$ cat src/rtl/sqef_pkg.sv
// shared constants and scan state type for the shell quote escape filter
package sqef_pkg;

  localparam logic [7:0] CH_MARK   = 8'h01;
  localparam logic [7:0] CH_DOLLAR = 8'h24;
  localparam logic [7:0] CH_SQUOTE = 8'h27;
  localparam logic [7:0] CH_DQUOTE = 8'h22;
  localparam logic [7:0] CH_BSLASH = 8'h5C;

  typedef enum logic [4:0] {
    MODE_NORMAL = 5'b00001,
    MODE_DOLLAR = 5'b00010,
    MODE_BSLASH = 5'b00100,
    MODE_QUOTE  = 5'b01000,
    MODE_CLOSED = 5'b10000
  } mode_t;

  // up to two result bytes produced by one input item
  typedef struct packed {
    logic [1:0] cnt;
    logic [7:0] b0;
    logic [7:0] b1;
  } res_t;

  function automatic res_t push_byte(res_t r, logic [7:0] b);
    res_t o;
    o = r;
    if (r.cnt == 2'd0) begin
      o.b0 = b;
    end else begin
      o.b1 = b;
    end
    o.cnt = r.cnt + 2'd1;
    return o;
  endfunction

endpackage

$ cat src/rtl/shell_quote_escape_filter_top.sv
// shell quote escape filter: quote removal and backslash handling on a byte stream
//
// Takes one byte of a word per cycle while in_stall is low and removes quotes,
// a '$' in front of a quote, and backslashes outside quotes that escape a byte
// other than '$'; a 0x01 marker follows a closing quote when more bytes come.
// The first result of an item appears on the output in the cycle after the item
// is accepted. An item that yields two results (a held '$' or backslash flushed
// together with a byte, or a marker plus a byte) parks its second result in a
// one-entry overflow slot behind the output register, and in_stall stays high
// until that slot has drained. The word's last item always yields at least one
// result, flagged by last_out, carrying no byte if nothing is due.
module shell_quote_escape_filter_top
  import sqef_pkg::*;
(
  input  logic       clk,
  input  logic       rst,
  input  logic       in_valid,
  output logic       in_stall,
  input  logic [7:0] ch,
  input  logic       last_in,
  output logic       out_valid,
  input  logic       out_stall,
  output logic [7:0] out_byte,
  output logic       byte_valid,
  output logic       last_out
);

  mode_t      mode, mode_next;
  logic       dq, dq_next;
  logic       accept;
  logic       is_quote;
  res_t       res;

  logic       pend_v;
  logic [7:0] pend_byte;
  logic       pend_last;

  // output slot free now or being emptied this cycle
  assign in_stall = pend_v | (out_valid & out_stall);
  assign accept   = in_valid & ~in_stall;
  assign is_quote = (ch == CH_SQUOTE) || (ch == CH_DQUOTE);

  always_comb begin
    logic [7:0] q;
    logic       run_normal;
    res        = '0;
    mode_next  = mode;
    dq_next    = dq;
    run_normal = 1'b0;
    q          = dq ? CH_DQUOTE : CH_SQUOTE;

    case (mode)
      MODE_DOLLAR: begin
        if (is_quote) begin
          mode_next = MODE_QUOTE;
          dq_next   = (ch == CH_DQUOTE);
        end else begin
          res        = push_byte(res, CH_DOLLAR);
          run_normal = 1'b1;
        end
      end
      MODE_BSLASH: begin
        if (ch == CH_DOLLAR) begin
          res = push_byte(res, CH_BSLASH);
        end
        res       = push_byte(res, ch);
        mode_next = MODE_NORMAL;
      end
      MODE_QUOTE: begin
        if (ch == q) begin
          mode_next = MODE_CLOSED;
        end else begin
          res = push_byte(res, ch);
        end
      end
      MODE_CLOSED: begin
        res        = push_byte(res, CH_MARK);
        run_normal = 1'b1;
      end
      default: begin
        run_normal = 1'b1;
      end
    endcase

    if (run_normal) begin
      if (ch == CH_DOLLAR) begin
        mode_next = MODE_DOLLAR;
      end else if (is_quote) begin
        mode_next = MODE_QUOTE;
        dq_next   = (ch == CH_DQUOTE);
      end else if (ch == CH_BSLASH) begin
        mode_next = MODE_BSLASH;
      end else begin
        mode_next = MODE_NORMAL;
        res       = push_byte(res, ch);
      end
    end

    if (last_in) begin
      // flush a held prefix, then start the next word clean
      if (mode_next == MODE_DOLLAR) begin
        res = push_byte(res, CH_DOLLAR);
      end else if (mode_next == MODE_BSLASH) begin
        res = push_byte(res, CH_BSLASH);
      end
      mode_next = MODE_NORMAL;
      dq_next   = 1'b0;
    end
  end

  // control state
  always_ff @(posedge clk) begin
    if (rst) begin
      mode      <= MODE_NORMAL;
      dq        <= 1'b0;
      out_valid <= 1'b0;
      pend_v    <= 1'b0;
    end else begin
      if (accept) begin
        mode      <= mode_next;
        dq        <= dq_next;
        out_valid <= (res.cnt != 2'd0) | last_in;
        pend_v    <= (res.cnt == 2'd2);
      end else if (!out_valid || !out_stall) begin
        out_valid <= pend_v;
        pend_v    <= 1'b0;
      end
    end
  end

  // result payload
  always_ff @(posedge clk) begin
    if (accept) begin
      out_byte   <= (res.cnt == 2'd0) ? 8'h00 : res.b0;
      byte_valid <= (res.cnt != 2'd0);
      last_out   <= last_in & (res.cnt != 2'd2);
      pend_byte  <= res.b1;
      pend_last  <= last_in;
    end else if ((!out_valid || !out_stall) && pend_v) begin
      out_byte   <= pend_byte;
      byte_valid <= 1'b1;
      last_out   <= pend_last;
    end
  end

endmodule

$ cat config.mk
export PLATFORM = sky130hd
export DESIGN_NAME = shell_quote_escape_filter_top
export DESIGN_NICKNAME = d
export VERILOG_FILES = /design/src/rtl/sqef_pkg.sv /design/src/rtl/shell_quote_escape_filter_top.sv
export SDC_FILE = /design/constraint.sdc
export NUM_CORES = 1
export LEC_CHECK = 0
export BUFFER_PORTS_ARGS = -buffer_cell sky130_fd_sc_hd__buf_2
export CORE_MARGIN = 10
export CORE_UTILIZATION = 51
export CTS_BUF_LIST = sky130_fd_sc_hd__clkbuf_8 sky130_fd_sc_hd__clkbuf_16
export DETAILED_ROUTE_END_ITERATION = 8
export GPL_TIMING_DRIVEN = 0
export PLACE_DENSITY = 0.72
export SYNTH_ARGS = -nofsm -noshare
export SYNTH_HDL_FRONTEND = slang
export SYNTH_SLANG_ARGS = --single-unit
$ cat constraint.sdc
create_clock -name clk -period 3.1 [get_ports clk]
set_clock_uncertainty 0.1 [all_clocks]
set_input_delay 0.31 -clock clk [delete_from_list [all_inputs] [get_ports clk]]
set_output_delay 0.31 -clock clk [all_outputs]
set_load 0.1 [all_outputs]
# Word level (Yosys, flattened, before mapping)
# Cells that the tools add are included.
# W data, S select, Z words.
[classes]
n_addsub = 3
eq_ne = 13
muxes = 48
bitwise_logic = 6
reduce_logical = 13
[ops]
columns = ["cell", "n"]
rows = [
  ["$mux W18", 8],
  ["$mux W8", 11],
  ["$pmux W18 S4", 1],
  ["$mux W17", 3],
  ["$eq A8 B6 Y1 const B", 3],
  ["$mux W5", 4],
  ["$mux W1", 15],
  ["$pmux W5 S3", 1],
  ["$eq A5 B2 Y1 const B", 2],
  ["$eq A5 B3 Y1 const B", 2],
  ["$eq A8 B6 Y1", 1],
  ["$eq A8 B7 Y1 const B", 1],
  ["$logic_not A2 Y1", 4],
  ["$mux W4", 2],
  ["$add A2 B1 Y2 const B", 3],
  ["$mux W3", 2],
  ["$reduce_bool A2 Y1", 3],
  ["$eq A5 B4 Y1 const B", 1],
  ["$eq A5 B5 Y1 const B", 1],
  ["$and A1 B1 Y1", 3],
  ["$eq A2 B2 Y1 const B", 1],
  ["$logic_not A1 Y1", 2],
  ["$logic_or A1 B1 Y1", 2],
  ["$ne A2 B2 Y1 const B", 1],
  ["5 further kinds", 6],
]
[totals]
ff_bits = 27
input_bits = 13
out_inout_bits = 12
word_cells = 92

# Longest topological paths before layout
# Gate-level depths: netlist (run 1).
[depth]
word_depth = 20
depth_mapped = 16
depth_no_buf = 14

# Worst setup path before layout (run 1)
# Ideal clock, no wire load.
[synth_path]
kind = "input to register"
from = "input port ch[4]"
to = "register out_byte[5], data pin"
setup_time_ns = 0.254
arrival_ns = 2.854
required_time_ns = 2.746
path_slack_ns = -0.107
path_stages = 16
path_buffers = 2
cell_sequence = "nor4b_4 -> and2_1 -> buf_6 -> and3_2 -> clkbuf_1 -> inv_1 -> ha_1 -> a21oi_1 -> ha_1 -> inv_1 -> nand3_1 -> o221ai_1 -> o2111ai_1 -> o211ai_4 -> a311oi_1 -> a21o_1"
[synth_via]
elab_chain_cells = 17
word_cells_on_any_way = 42
cone_classes = "add/sub: 3; eq/ne: 7; mux: 27; reduce/logical: 5"
[synth_rtl]
columns = ["item", "line_no", "rtl"]
rows = [
  ["start, declared", "shell_quote_escape_filter_top.sv:19", "input logic [7:0] ch,"],
  ["$eq A8 B6 Y1", "shell_quote_escape_filter_top.sv:63, shell_quote_escape_filter_top.sv:86", ""],
  ["$mux W17", "shell_quote_escape_filter_top.sv:63", "if (ch == CH_DOLLAR) begin"],
  ["$mux W18", "shell_quote_escape_filter_top.sv:52", "case (mode)"],
  ["$add A2 B1 Y2 / $logic_not A2 Y1 (equally long branches)", "sqef_pkg.sv:33, sqef_pkg.sv:28", ""],
  ["$pmux W18 S4 / $mux W8 (equally long branches)", "shell_quote_escape_filter_top.sv:52, sqef_pkg.sv:28", ""],
  ["$add A2 B1 Y2, or another cell as far along", "sqef_pkg.sv:33", "o.cnt = r.cnt + 2'd1;"],
  ["$mux W18 / $mux W8 (equally long branches)", "shell_quote_escape_filter_top.sv:91, sqef_pkg.sv:28", ""],
  ["$mux W18, on equally long branches", "shell_quote_escape_filter_top.sv:88, shell_quote_escape_filter_top.sv:91", ""],
  ["$mux W18, on equally long branches", "shell_quote_escape_filter_top.sv:86, shell_quote_escape_filter_top.sv:88", ""],
  ["$mux W18, on equally long branches", "shell_quote_escape_filter_top.sv:85, shell_quote_escape_filter_top.sv:86", ""],
  ["$add A2 B1 Y2, or another cell as far along", "sqef_pkg.sv:33", ""],
  ["$mux W18 / $mux W8 (equally long branches)", "shell_quote_escape_filter_top.sv:103, sqef_pkg.sv:28", ""],
  ["$mux W18, on equally long branches", "shell_quote_escape_filter_top.sv:101, shell_quote_escape_filter_top.sv:103", ""],
  ["$mux W18 (*)", "shell_quote_escape_filter_top.sv:99", "if (last_in) begin"],
  ["$logic_not A2 Y1 / $mux W18 (equally long branches)", "shell_quote_escape_filter_top.sv:134, shell_quote_escape_filter_top.sv:99", ""],
  ["$mux W8 (*)", "shell_quote_escape_filter_top.sv:134", "out_byte <= (res.cnt == 2'd0) ? 8'h00 : res.b0;"],
  ["$mux W8 (*)", "shell_quote_escape_filter_top.sv:133", "if (accept) begin"],
  ["end signal, assigned", "shell_quote_escape_filter_top.sv:134", ""],
  ["end signal, assigned", "shell_quote_escape_filter_top.sv:140", "out_byte <= pend_byte;"],
  ["end, declared", "shell_quote_escape_filter_top.sv:23", "output logic [7:0] out_byte,"],
]
# Mark *: on every way between the ends. The rest lies on a longest branch, timed or not. The select of a mux whose other input is x is not followed.
# A chain may end at the register's enable or synchronous reset.

# Final worst setup path (run 1)
[layout_path]
from = "register mode[0]"
to = "register out_byte[7], data pin"
[layout_via]
elab_chain_cells = 14
word_cells_on_any_way = 30
cone_classes = "add/sub: 2; eq/ne: 6; mux: 18; reduce/logical: 4"
[layout_rtl]
columns = ["item", "line_no", "rtl"]
rows = [
  ["start, declared", "shell_quote_escape_filter_top.sv:28", "mode_t mode, mode_next;"],
  ["start signal, assigned", "shell_quote_escape_filter_top.sv:120", "mode <= mode_next;"],
  ["$eq A5 B5 Y1, or another cell as far along", "shell_quote_escape_filter_top.sv:52", ""],
  ["$pmux W18 S4", "shell_quote_escape_filter_top.sv:52", ""],
  ["$add A2 B1 Y2 / $logic_not A2 Y1 (equally long branches)", "sqef_pkg.sv:33, sqef_pkg.sv:28", ""],
  ["$mux W18 / $mux W8 (equally long branches)", "shell_quote_escape_filter_top.sv:91, sqef_pkg.sv:28", ""],
  ["$mux W18, on equally long branches", "shell_quote_escape_filter_top.sv:88, shell_quote_escape_filter_top.sv:91", ""],
  ["$mux W18, on equally long branches", "shell_quote_escape_filter_top.sv:86, shell_quote_escape_filter_top.sv:88", ""],
  ["$mux W18, on equally long branches", "shell_quote_escape_filter_top.sv:85, shell_quote_escape_filter_top.sv:86", ""],
  ["$add A2 B1 Y2, or another cell as far along", "sqef_pkg.sv:33", ""],
  ["$mux W18 / $mux W8 (equally long branches)", "shell_quote_escape_filter_top.sv:103, sqef_pkg.sv:28", ""],
  ["$mux W18, on equally long branches", "shell_quote_escape_filter_top.sv:101, shell_quote_escape_filter_top.sv:103", ""],
  ["$mux W18 (*)", "shell_quote_escape_filter_top.sv:99", ""],
  ["$logic_not A2 Y1 / $mux W18 (equally long branches)", "shell_quote_escape_filter_top.sv:134, shell_quote_escape_filter_top.sv:99", ""],
  ["$mux W8 (*)", "shell_quote_escape_filter_top.sv:134", ""],
  ["$mux W8 (*)", "shell_quote_escape_filter_top.sv:133", ""],
]
# Mark *: on every way between the ends. The rest lies on a longest branch, timed or not.

==> results.json, run 1 <==
{
  "seq_area_frac_synth": 0.4014,
  "vias": 1682,
  "grt_start_max_net_pins": 16,
  "cts_root_buf": "clkbuf_8",
  "synth_nets": 210,
  "switchingPower_w": 0.0002571,
  "cp_cell_sequence": "nor3_4 -> and3b_2 -> and3_4 -> inv_4 -> ha_4 -> a21oi_4 -> ha_4 -> inv_2 -> nand4_1 -> o221ai_2 -> o2111ai_2 -> o211ai_4 -> buf_4 -> o41ai_2",
  "power_frac_seq": 0.510,
  "netlist_area_um2": 1820,
  "min_period_over_period": 1.005,
  "p_per_area_nw_per_um2": 344.2,
  "max_freq_mhz": 321.0,
  "io_pins": 25,
  "sw_frac_of_total": 0.3226,
  "worstHoldPathType": "primary input to flop",
  "yosysTopAreaCellShare": 0.3134,
  "hold_viol": 0,
  "clock_path_buffers": 2,
  "violations": "setup timing",
  "whs_ns": 0.1695,
  "layout_setup_ws_ns": -0.01519,
  "reg2reg_depth": 14,
  "hp-start": "last_in",
  "met1_length_um": 1889,
  "crit_path_end_kind": "flop",
  "max_cap_violations": 0,
  "async_flop_share": 0,
  "drive_gt1_frac": 0.3948,
  "ir_worst_vdd_mv": 0.1955,
  "required_ns": 3.08,
  "viasPerCell": 6.029,
  "r2r-start": "mode[0]",
  "design_area_um2": 2315,
  "p_leak_nw": 0.8931,
  "cts_buffers": 3,
  "cp_max_fo": 6,
  "clk_pin_slew_worst_paths_ns": 0.09,
  "top_layer": "met4",
  "startpoint_type": "flop",
  "dieWidth_um": 79.75,
  "path_class": "flop to flop",
  "period_needed_ns": 3.115,
  "num-fill-cells": 268,
  "yosys_warnings": 0,
  "synth_common_cells": "nand2_1, edfxtp_1, nor2_1, inv_1, o21ai_0",
  "ys_top_cells_by_area": "edfxtp_1, dfxtp_1, nand2_1",
  "track_usage": 0.1481,
  "drt_drc_violations_left": 0,
  "r2r_slack_ns": -0.02,
  "setup_viol_count_final": 1,
  "portBuffers": 23,
  "slowest_stage": "dfxtp_4",
  "fp.dieArea_um2": 6359,
  "slew_violations": 0,
  "diodes": 0,
  "wl_per_cell_um": 17.24,
  "place_area_um2": 2051,
  "p_int_w": 0.0005397,
  "totalWireLength_um": 4809,
  "pwr-share-comb": 0.241,
  "antenna_found_initial": 0,
  "status": "finished, violations left",
  "finalPower_w": 0.0007968,
  "post-dp-hpwl_um": 3464,
  "cts_tree": "done",
  "synth_area_leader_cell": "edfxtp_1",
  "whs_path_depth": 1,
  "clk-insertion-delay-late_ns": 0.28,
  "die_h_um": 79.75,
  "rows": 21,
  "areaGrowthSynthToFinish_pct": 27.15,
  "critPathMaxStageDelay_ns": 0.37,
  "htree_num_levels": 1,
  "first_pass_iters": 5,
  "max_slew_margin": 0.3751,
  "place.gp.congestion": 0.8961,
  "synth_area_per_cell_um2": 9.336,
  "fin_tns_setup_ns": -0.01519,
  "ant_nets": 0,
  "grt_remaining_overflow": 0,
  "synth_seq_cells": 27,
  "cts-hold-fix-buffers": 0,
  "layout.nets": 249,
  "final_core_util": 0.6829,
  "min_to": "pend_last",
  "worst_ep_arrival_time_ns": 3.10,
  "p_clk_frac": 0.249,
  "core_area_um2": 3390,
  "synth.most_common_cell": "nand2_1",
  "clkSinkCount": 27,
  "synthDistinctLibCells": 60,
  "grt_pass1_wl_um": 7721,
  "wl_met2_um": 2420,
  "postSynthCellCount": 195,
  "timing.rr.end": "out_byte[7]",
  "start_util": 0.5371,
  "drt_iter0_markers": 133,
  "crit_path_frequent_cell": "ha_4",
  "synth-edff-count": 19,
  "synth-main-ff-cell": "edfxtp_1",
  "grt_pass1_vias": 1692,
  "worstMarginPinSlew_ns": 0.9373,
  "rsz0062_at_grt": "true",
  "wl_met3_um": 364
}
-- cell type report --
type | instances | area, um2 | area share
Timing Repair Buffer | 35 | 234.0 | 0.1011
Buffer | 8 | 53.80 | 0.02324
Sequential cell | 27 | 742.0 | 0.3205
Clock inverter | 1 | 5.005 | 0.002162
Clock buffer | 3 | 41.29 | 0.01784
Inverter | 12 | 47.55 | 0.02054
Tap cell | 46 | 57.56 | 0.02486
Multi-Input combinational cell | 147 | 1134 | 0.4897
-- how the worst max path moves through the flow --
| stage | startpoint | end | cells past startpoint |
|---|---|---|---|
| final | mode[0] | out_byte[7] | 14 |
| after global routing | ch[7] | out_byte[7] | 16 |
| after CTS | mode[1] | out_byte[3] | 15 |
| after detailed placement | ch[7] | out_byte[5] | 17 |
| after global placement | ch[7] | out_byte[5] | 17 |
| after floorplan | ch[7] | out_byte[5] | 16 |
-- cell usage in the layout (no fill, tap or decap), types with 5 or more instances in the layout --
master / Yosys / layout
nor2_1: 17 / 16
nand3_1: 9 / 8
nand2_1: 21 / 19
o21ai_0: 10 / 9
buf_4: 1 / 12
a21oi_1: 8 / 7
edfxtp_1: 19 / 19
nor2b_1: 5 / 5
nand4_1: 5 / 5
inv_1: 12 / 10
buf_2: 4 / 25
-- worst max-delay path: cells and delay by family (launching register included) --
| kind | cells | cell delay [ns] |
|---|---|---|
| simple gates | 4 | 0.86 |
| compound gates | 5 | 0.75 |
| fa+ha+maj | 2 | 0.57 |
| flops | 1 | 0.37 |
| buf+inv | 3 | 0.26 |
-- power groups by stage --
stage / Combinational (W) / Clock [W] / Sequential (W)
2_1_floorplan: 0.0000641 / 0 / 0.000490
3_3_place_gp: 0.000176 / 0 / 0.000416
3_5_place_dp: 0.000179 / 0 / 0.000417
4_1_cts: 0.000182 / 0.000200 / 0.000408
5_1_grt: 0.000204 / 0.000211 / 0.000409
6_report: 0.000192 / 0.000199 / 0.000407
-- what timing repair did --
item / in CTS / in global routing
gates cloned: 0 / 0
pin swaps: 8 / 16
setup endpoints to repair: 11 / 10
buffers inserted: 8 / 4
endpoints found under the hold margin: 0 / 0
gates resized for setup: 14 / 17
-- registers in the layout (all words and copies together) (netlist names) --
| register | flops |
|---|---|
| byte_valid | 1 |
| dq | 1 |
| last_out | 1 |
| mode | 5 |
| out_byte | 8 |
| out_valid | 1 |
| pend_byte | 8 |
| pend_last | 1 |
| pend_v | 1 |
-- cell families after synthesis --
group                    Yosys count  synth area share
AO/OA/AOI/OAI                     50            0.2117
buffers and inverters             21           0.05635
adder cells (fa/ha/maj)            2           0.01374
AND/OR/NAND/NOR                   90            0.2914
multiplexers                       1          0.006185
flip-flops                        27            0.4014
XOR/XNOR                           4           0.01925
-- per-layer routing --
| layer | up-vias | GRT usage |
|---|---|---|
| met5 | - | 0 |
| met4 | 0 | 0.08099 |
| met3 | 13 | 0.03716 |
| met2 | 75 | 0.2524 |
| met1 | 786 | 0.1651 |
| li1 | 808 | - |
-- through the flow --
step | setup WS [ns] | std cells
2_1_floorplan | -0.04632 | 195
3_3_place_gp | -0.4490 | 264
3_5_place_dp | -0.5525 | 264
4_1_cts | 0.002874 | 276
5_1_grt | -0.1905 | 279
6_report | -0.01519 | 279
No activity file was read; power rests on OpenSTA's default activity.
==> run 2: changes to the inputs <==
- ABC_AREA: not set -> 1
- CORE_UTILIZATION: 51 -> 52
- PLACE_DENSITY: 0.72 -> 0.73
- SLEW_MARGIN: not set -> 15
==> results.json, run 2 <==
{
  "postSynthCellCount": 244,
  "layout.nets": 288,
  "clk_pin_slew_worst_paths_ns": 0.09,
  "worstMarginPinSlew_ns": 0.9688,
  "final_common_cell": "nand2_1",
  "post_cts_resized": 0,
  "synth_top_family_by_area": "simple AND/OR/NAND/NOR gates",
  "worstHoldPathType": "primary input to flop",
  "rsz0062_at_grt": "false",
  "setup_viol_count_final": 0,
  "ir_worst_vdd_mv": 0.1230,
  "crit_path_end_kind": "flop",
  "crit_path_frequent_cell": "nand2_1",
  "slowest_stage": "dfxtp_1",
  "clock_path_buffers": 2,
  "slew_violations": 0,
  "min_period_over_period": 0.9246,
  "synth-edff-count": 19,
  "critPathMaxStageDelay_ns": 0.34,
  "cts_tree": "done",
  "cp_max_fo": 6,
  "synthDistinctLibCells": 31,
  "status": "completed",
  "path_delay_family": "simple AND/OR/NAND/NOR gates",
  "wl_per_cell_um": 12.31,
  "startpoint_type": "flop",
  "areaGrowthSynthToFinish_pct": 12.21,
  "fp.dieArea_um2": 6515,
  "io_pins": 25,
  "diodes": 0,
  "p_per_area_nw_per_um2": 364.7,
  "cts_root_buf": "clkbuf_8",
  "rows": 21,
  "drt_iter0_markers": 93,
  "synth_seq_cells": 27,
  "max_cap_violations": 0,
  "grt_start_max_net_pins": 19,
  "synth_compound_gate_area_share": 0.09530,
  "die_h_um": 80.72,
  "fin_tns_setup_ns": 0,
  "cp_cell_sequence": "nor2_1 -> nand2_1 -> nor3_4 -> inv_1 -> nor2_4 -> inv_1 -> ha_1 -> a21oi_4 -> ha_1 -> nand2_1 -> inv_1 -> nand2_1 -> nand3_1 -> o21ai_0 -> nand3_2 -> nand2_1",
  "dieWidth_um": 80.72,
  "max_slew_margin": 0.3541,
  "totalWireLength_um": 3914,
  "synth_area_leader_cell": "edfxtp_1",
  "yosys_warnings": 0,
  "finalPower_w": 0.0007845,
  "drive_gt1_frac": 0.2868,
  "reg_top3": "out_byte x8, pend_byte x8, mode x5",
  "grt_pass1_wl_um": 6644,
  "place.gp.congestion": 0.9078,
  "ant_nets": 0,
  "fin_cells": 318,
  "synthXorXnorAreaFrac": 0,
  "yosysTopAreaCellShare": 0.2977,
  "max_freq_mhz": 348.9,
  "drt_drc_violations_left": 0,
  "path_class": "flop to flop",
  "muxShareOfSynthArea": 0,
  "final_core_util": 0.6249,
  "post-dp-hpwl_um": 3165,
  "postCtsSetupBuffers": 0,
  "p_leak_nw": 1.035,
  "async_flop_share": 0,
  "clkSinkCount": 27,
  "worst_ep_arrival_time_ns": 2.81,
  "synth-main-ff-cell": "edfxtp_1",
  "ys_top_cells_by_area": "edfxtp_1, nand2_1, dfxtp_1",
  "cts_buffers": 3,
  "synth_common_cells": "nand2_1, inv_1, nor2_1, edfxtp_1, nand3_2",
  "place_area_um2": 2095,
  "seq_area_frac_synth": 0.3812,
  "synthSimpleGateAreaFrac": 0.4321,
  "dp_cells": 314,
  "clk-insertion-delay-late_ns": 0.27,
  "first_pass_iters": 4,
  "synth.most_common_cell": "nand2_1",
  "hold_viol": 0,
  "synthAdderAreaFrac": 0.01305,
  "required_ns": 3.04,
  "antenna_found_initial": 0,
  "viasPerCell": 4.956,
  "cts-hold-fix-buffers": 0,
  "grt_remaining_overflow": 0,
  "synth_area_per_cell_um2": 7.856,
  "final_cell_mix": "nand2_1, inv_1, buf_2",
  "synth_nets": 259,
  "design_area_um2": 2151,
  "vias": 1576,
  "core_area_um2": 3442,
  "netlist_area_um2": 1917,
  "track_usage": 0.1250,
  "path_buf_inv": 3,
  "period_needed_ns": 2.866,
  "grt_pass1_vias": 1465,
  "start_util": 0.5569,
  "htree_num_levels": 1,
  "portBuffers": 24
}
-- run 2: final timing paths --
check | start | depth (start not counted) | end | slack, ns
worst max-delay path | mode[0] | 16 | out_byte[5] | 0.23
worst max register to register | mode[0] | 16 | out_byte[5] | 0.23
worst min register to register | mode[4] | 2 | mode[4] | 0.39
worst min-delay path | last_in | 1 | pend_last | 0.12
-- run 2: through the flow --
stage,setup WS [ns],hold slack [ns]
detailed placement,0.1168,0.3732
floorplan,0.3297,0.2724
finish,0.2339,0.1212
global route,0.03511,0.1180
global placement,0.1403,0.3684
CTS,0.1236,0.1182
-- run 2: report_power, final --
part,internal [W],switching (W)
sequential,0.000405,0.00000392
combinational,0.0000351,0.000142
clock,0.0000890,0.000110
-- run 2: cells by family (layout without fill, tap and decap cells) --
kind of cell,count (synthesis),count (layout)
simple gates,148,148
compound gates,29,29
buf+inv,38,66
fa+ha+maj,2,2
flops,27,27
-- run 2: area by class of cell --
| type | instances | area (um2) |
|---|---|---|
| clock buffer | 3 | 41.29 |
| timing repair buffer | 24 | 120.1 |
| fill | 306 | 1291 |
| multi-input combinational | 179 | 1047 |
| clock inverter | 1 | 3.754 |
| sequential | 27 | 730.7 |
| inverter | 35 | 131.4 |
| tap | 46 | 57.56 |
| buffer | 3 | 18.77 |
-- run 2: per-layer routing --
metal,vias to the layer above,track usage,wire length (um)
li1,849,-,-
met1,698,0.1564,1748
met2,24,0.2134,1923
met3,5,0.01893,188
met4,0,0.04152,55
met5,-,0,0
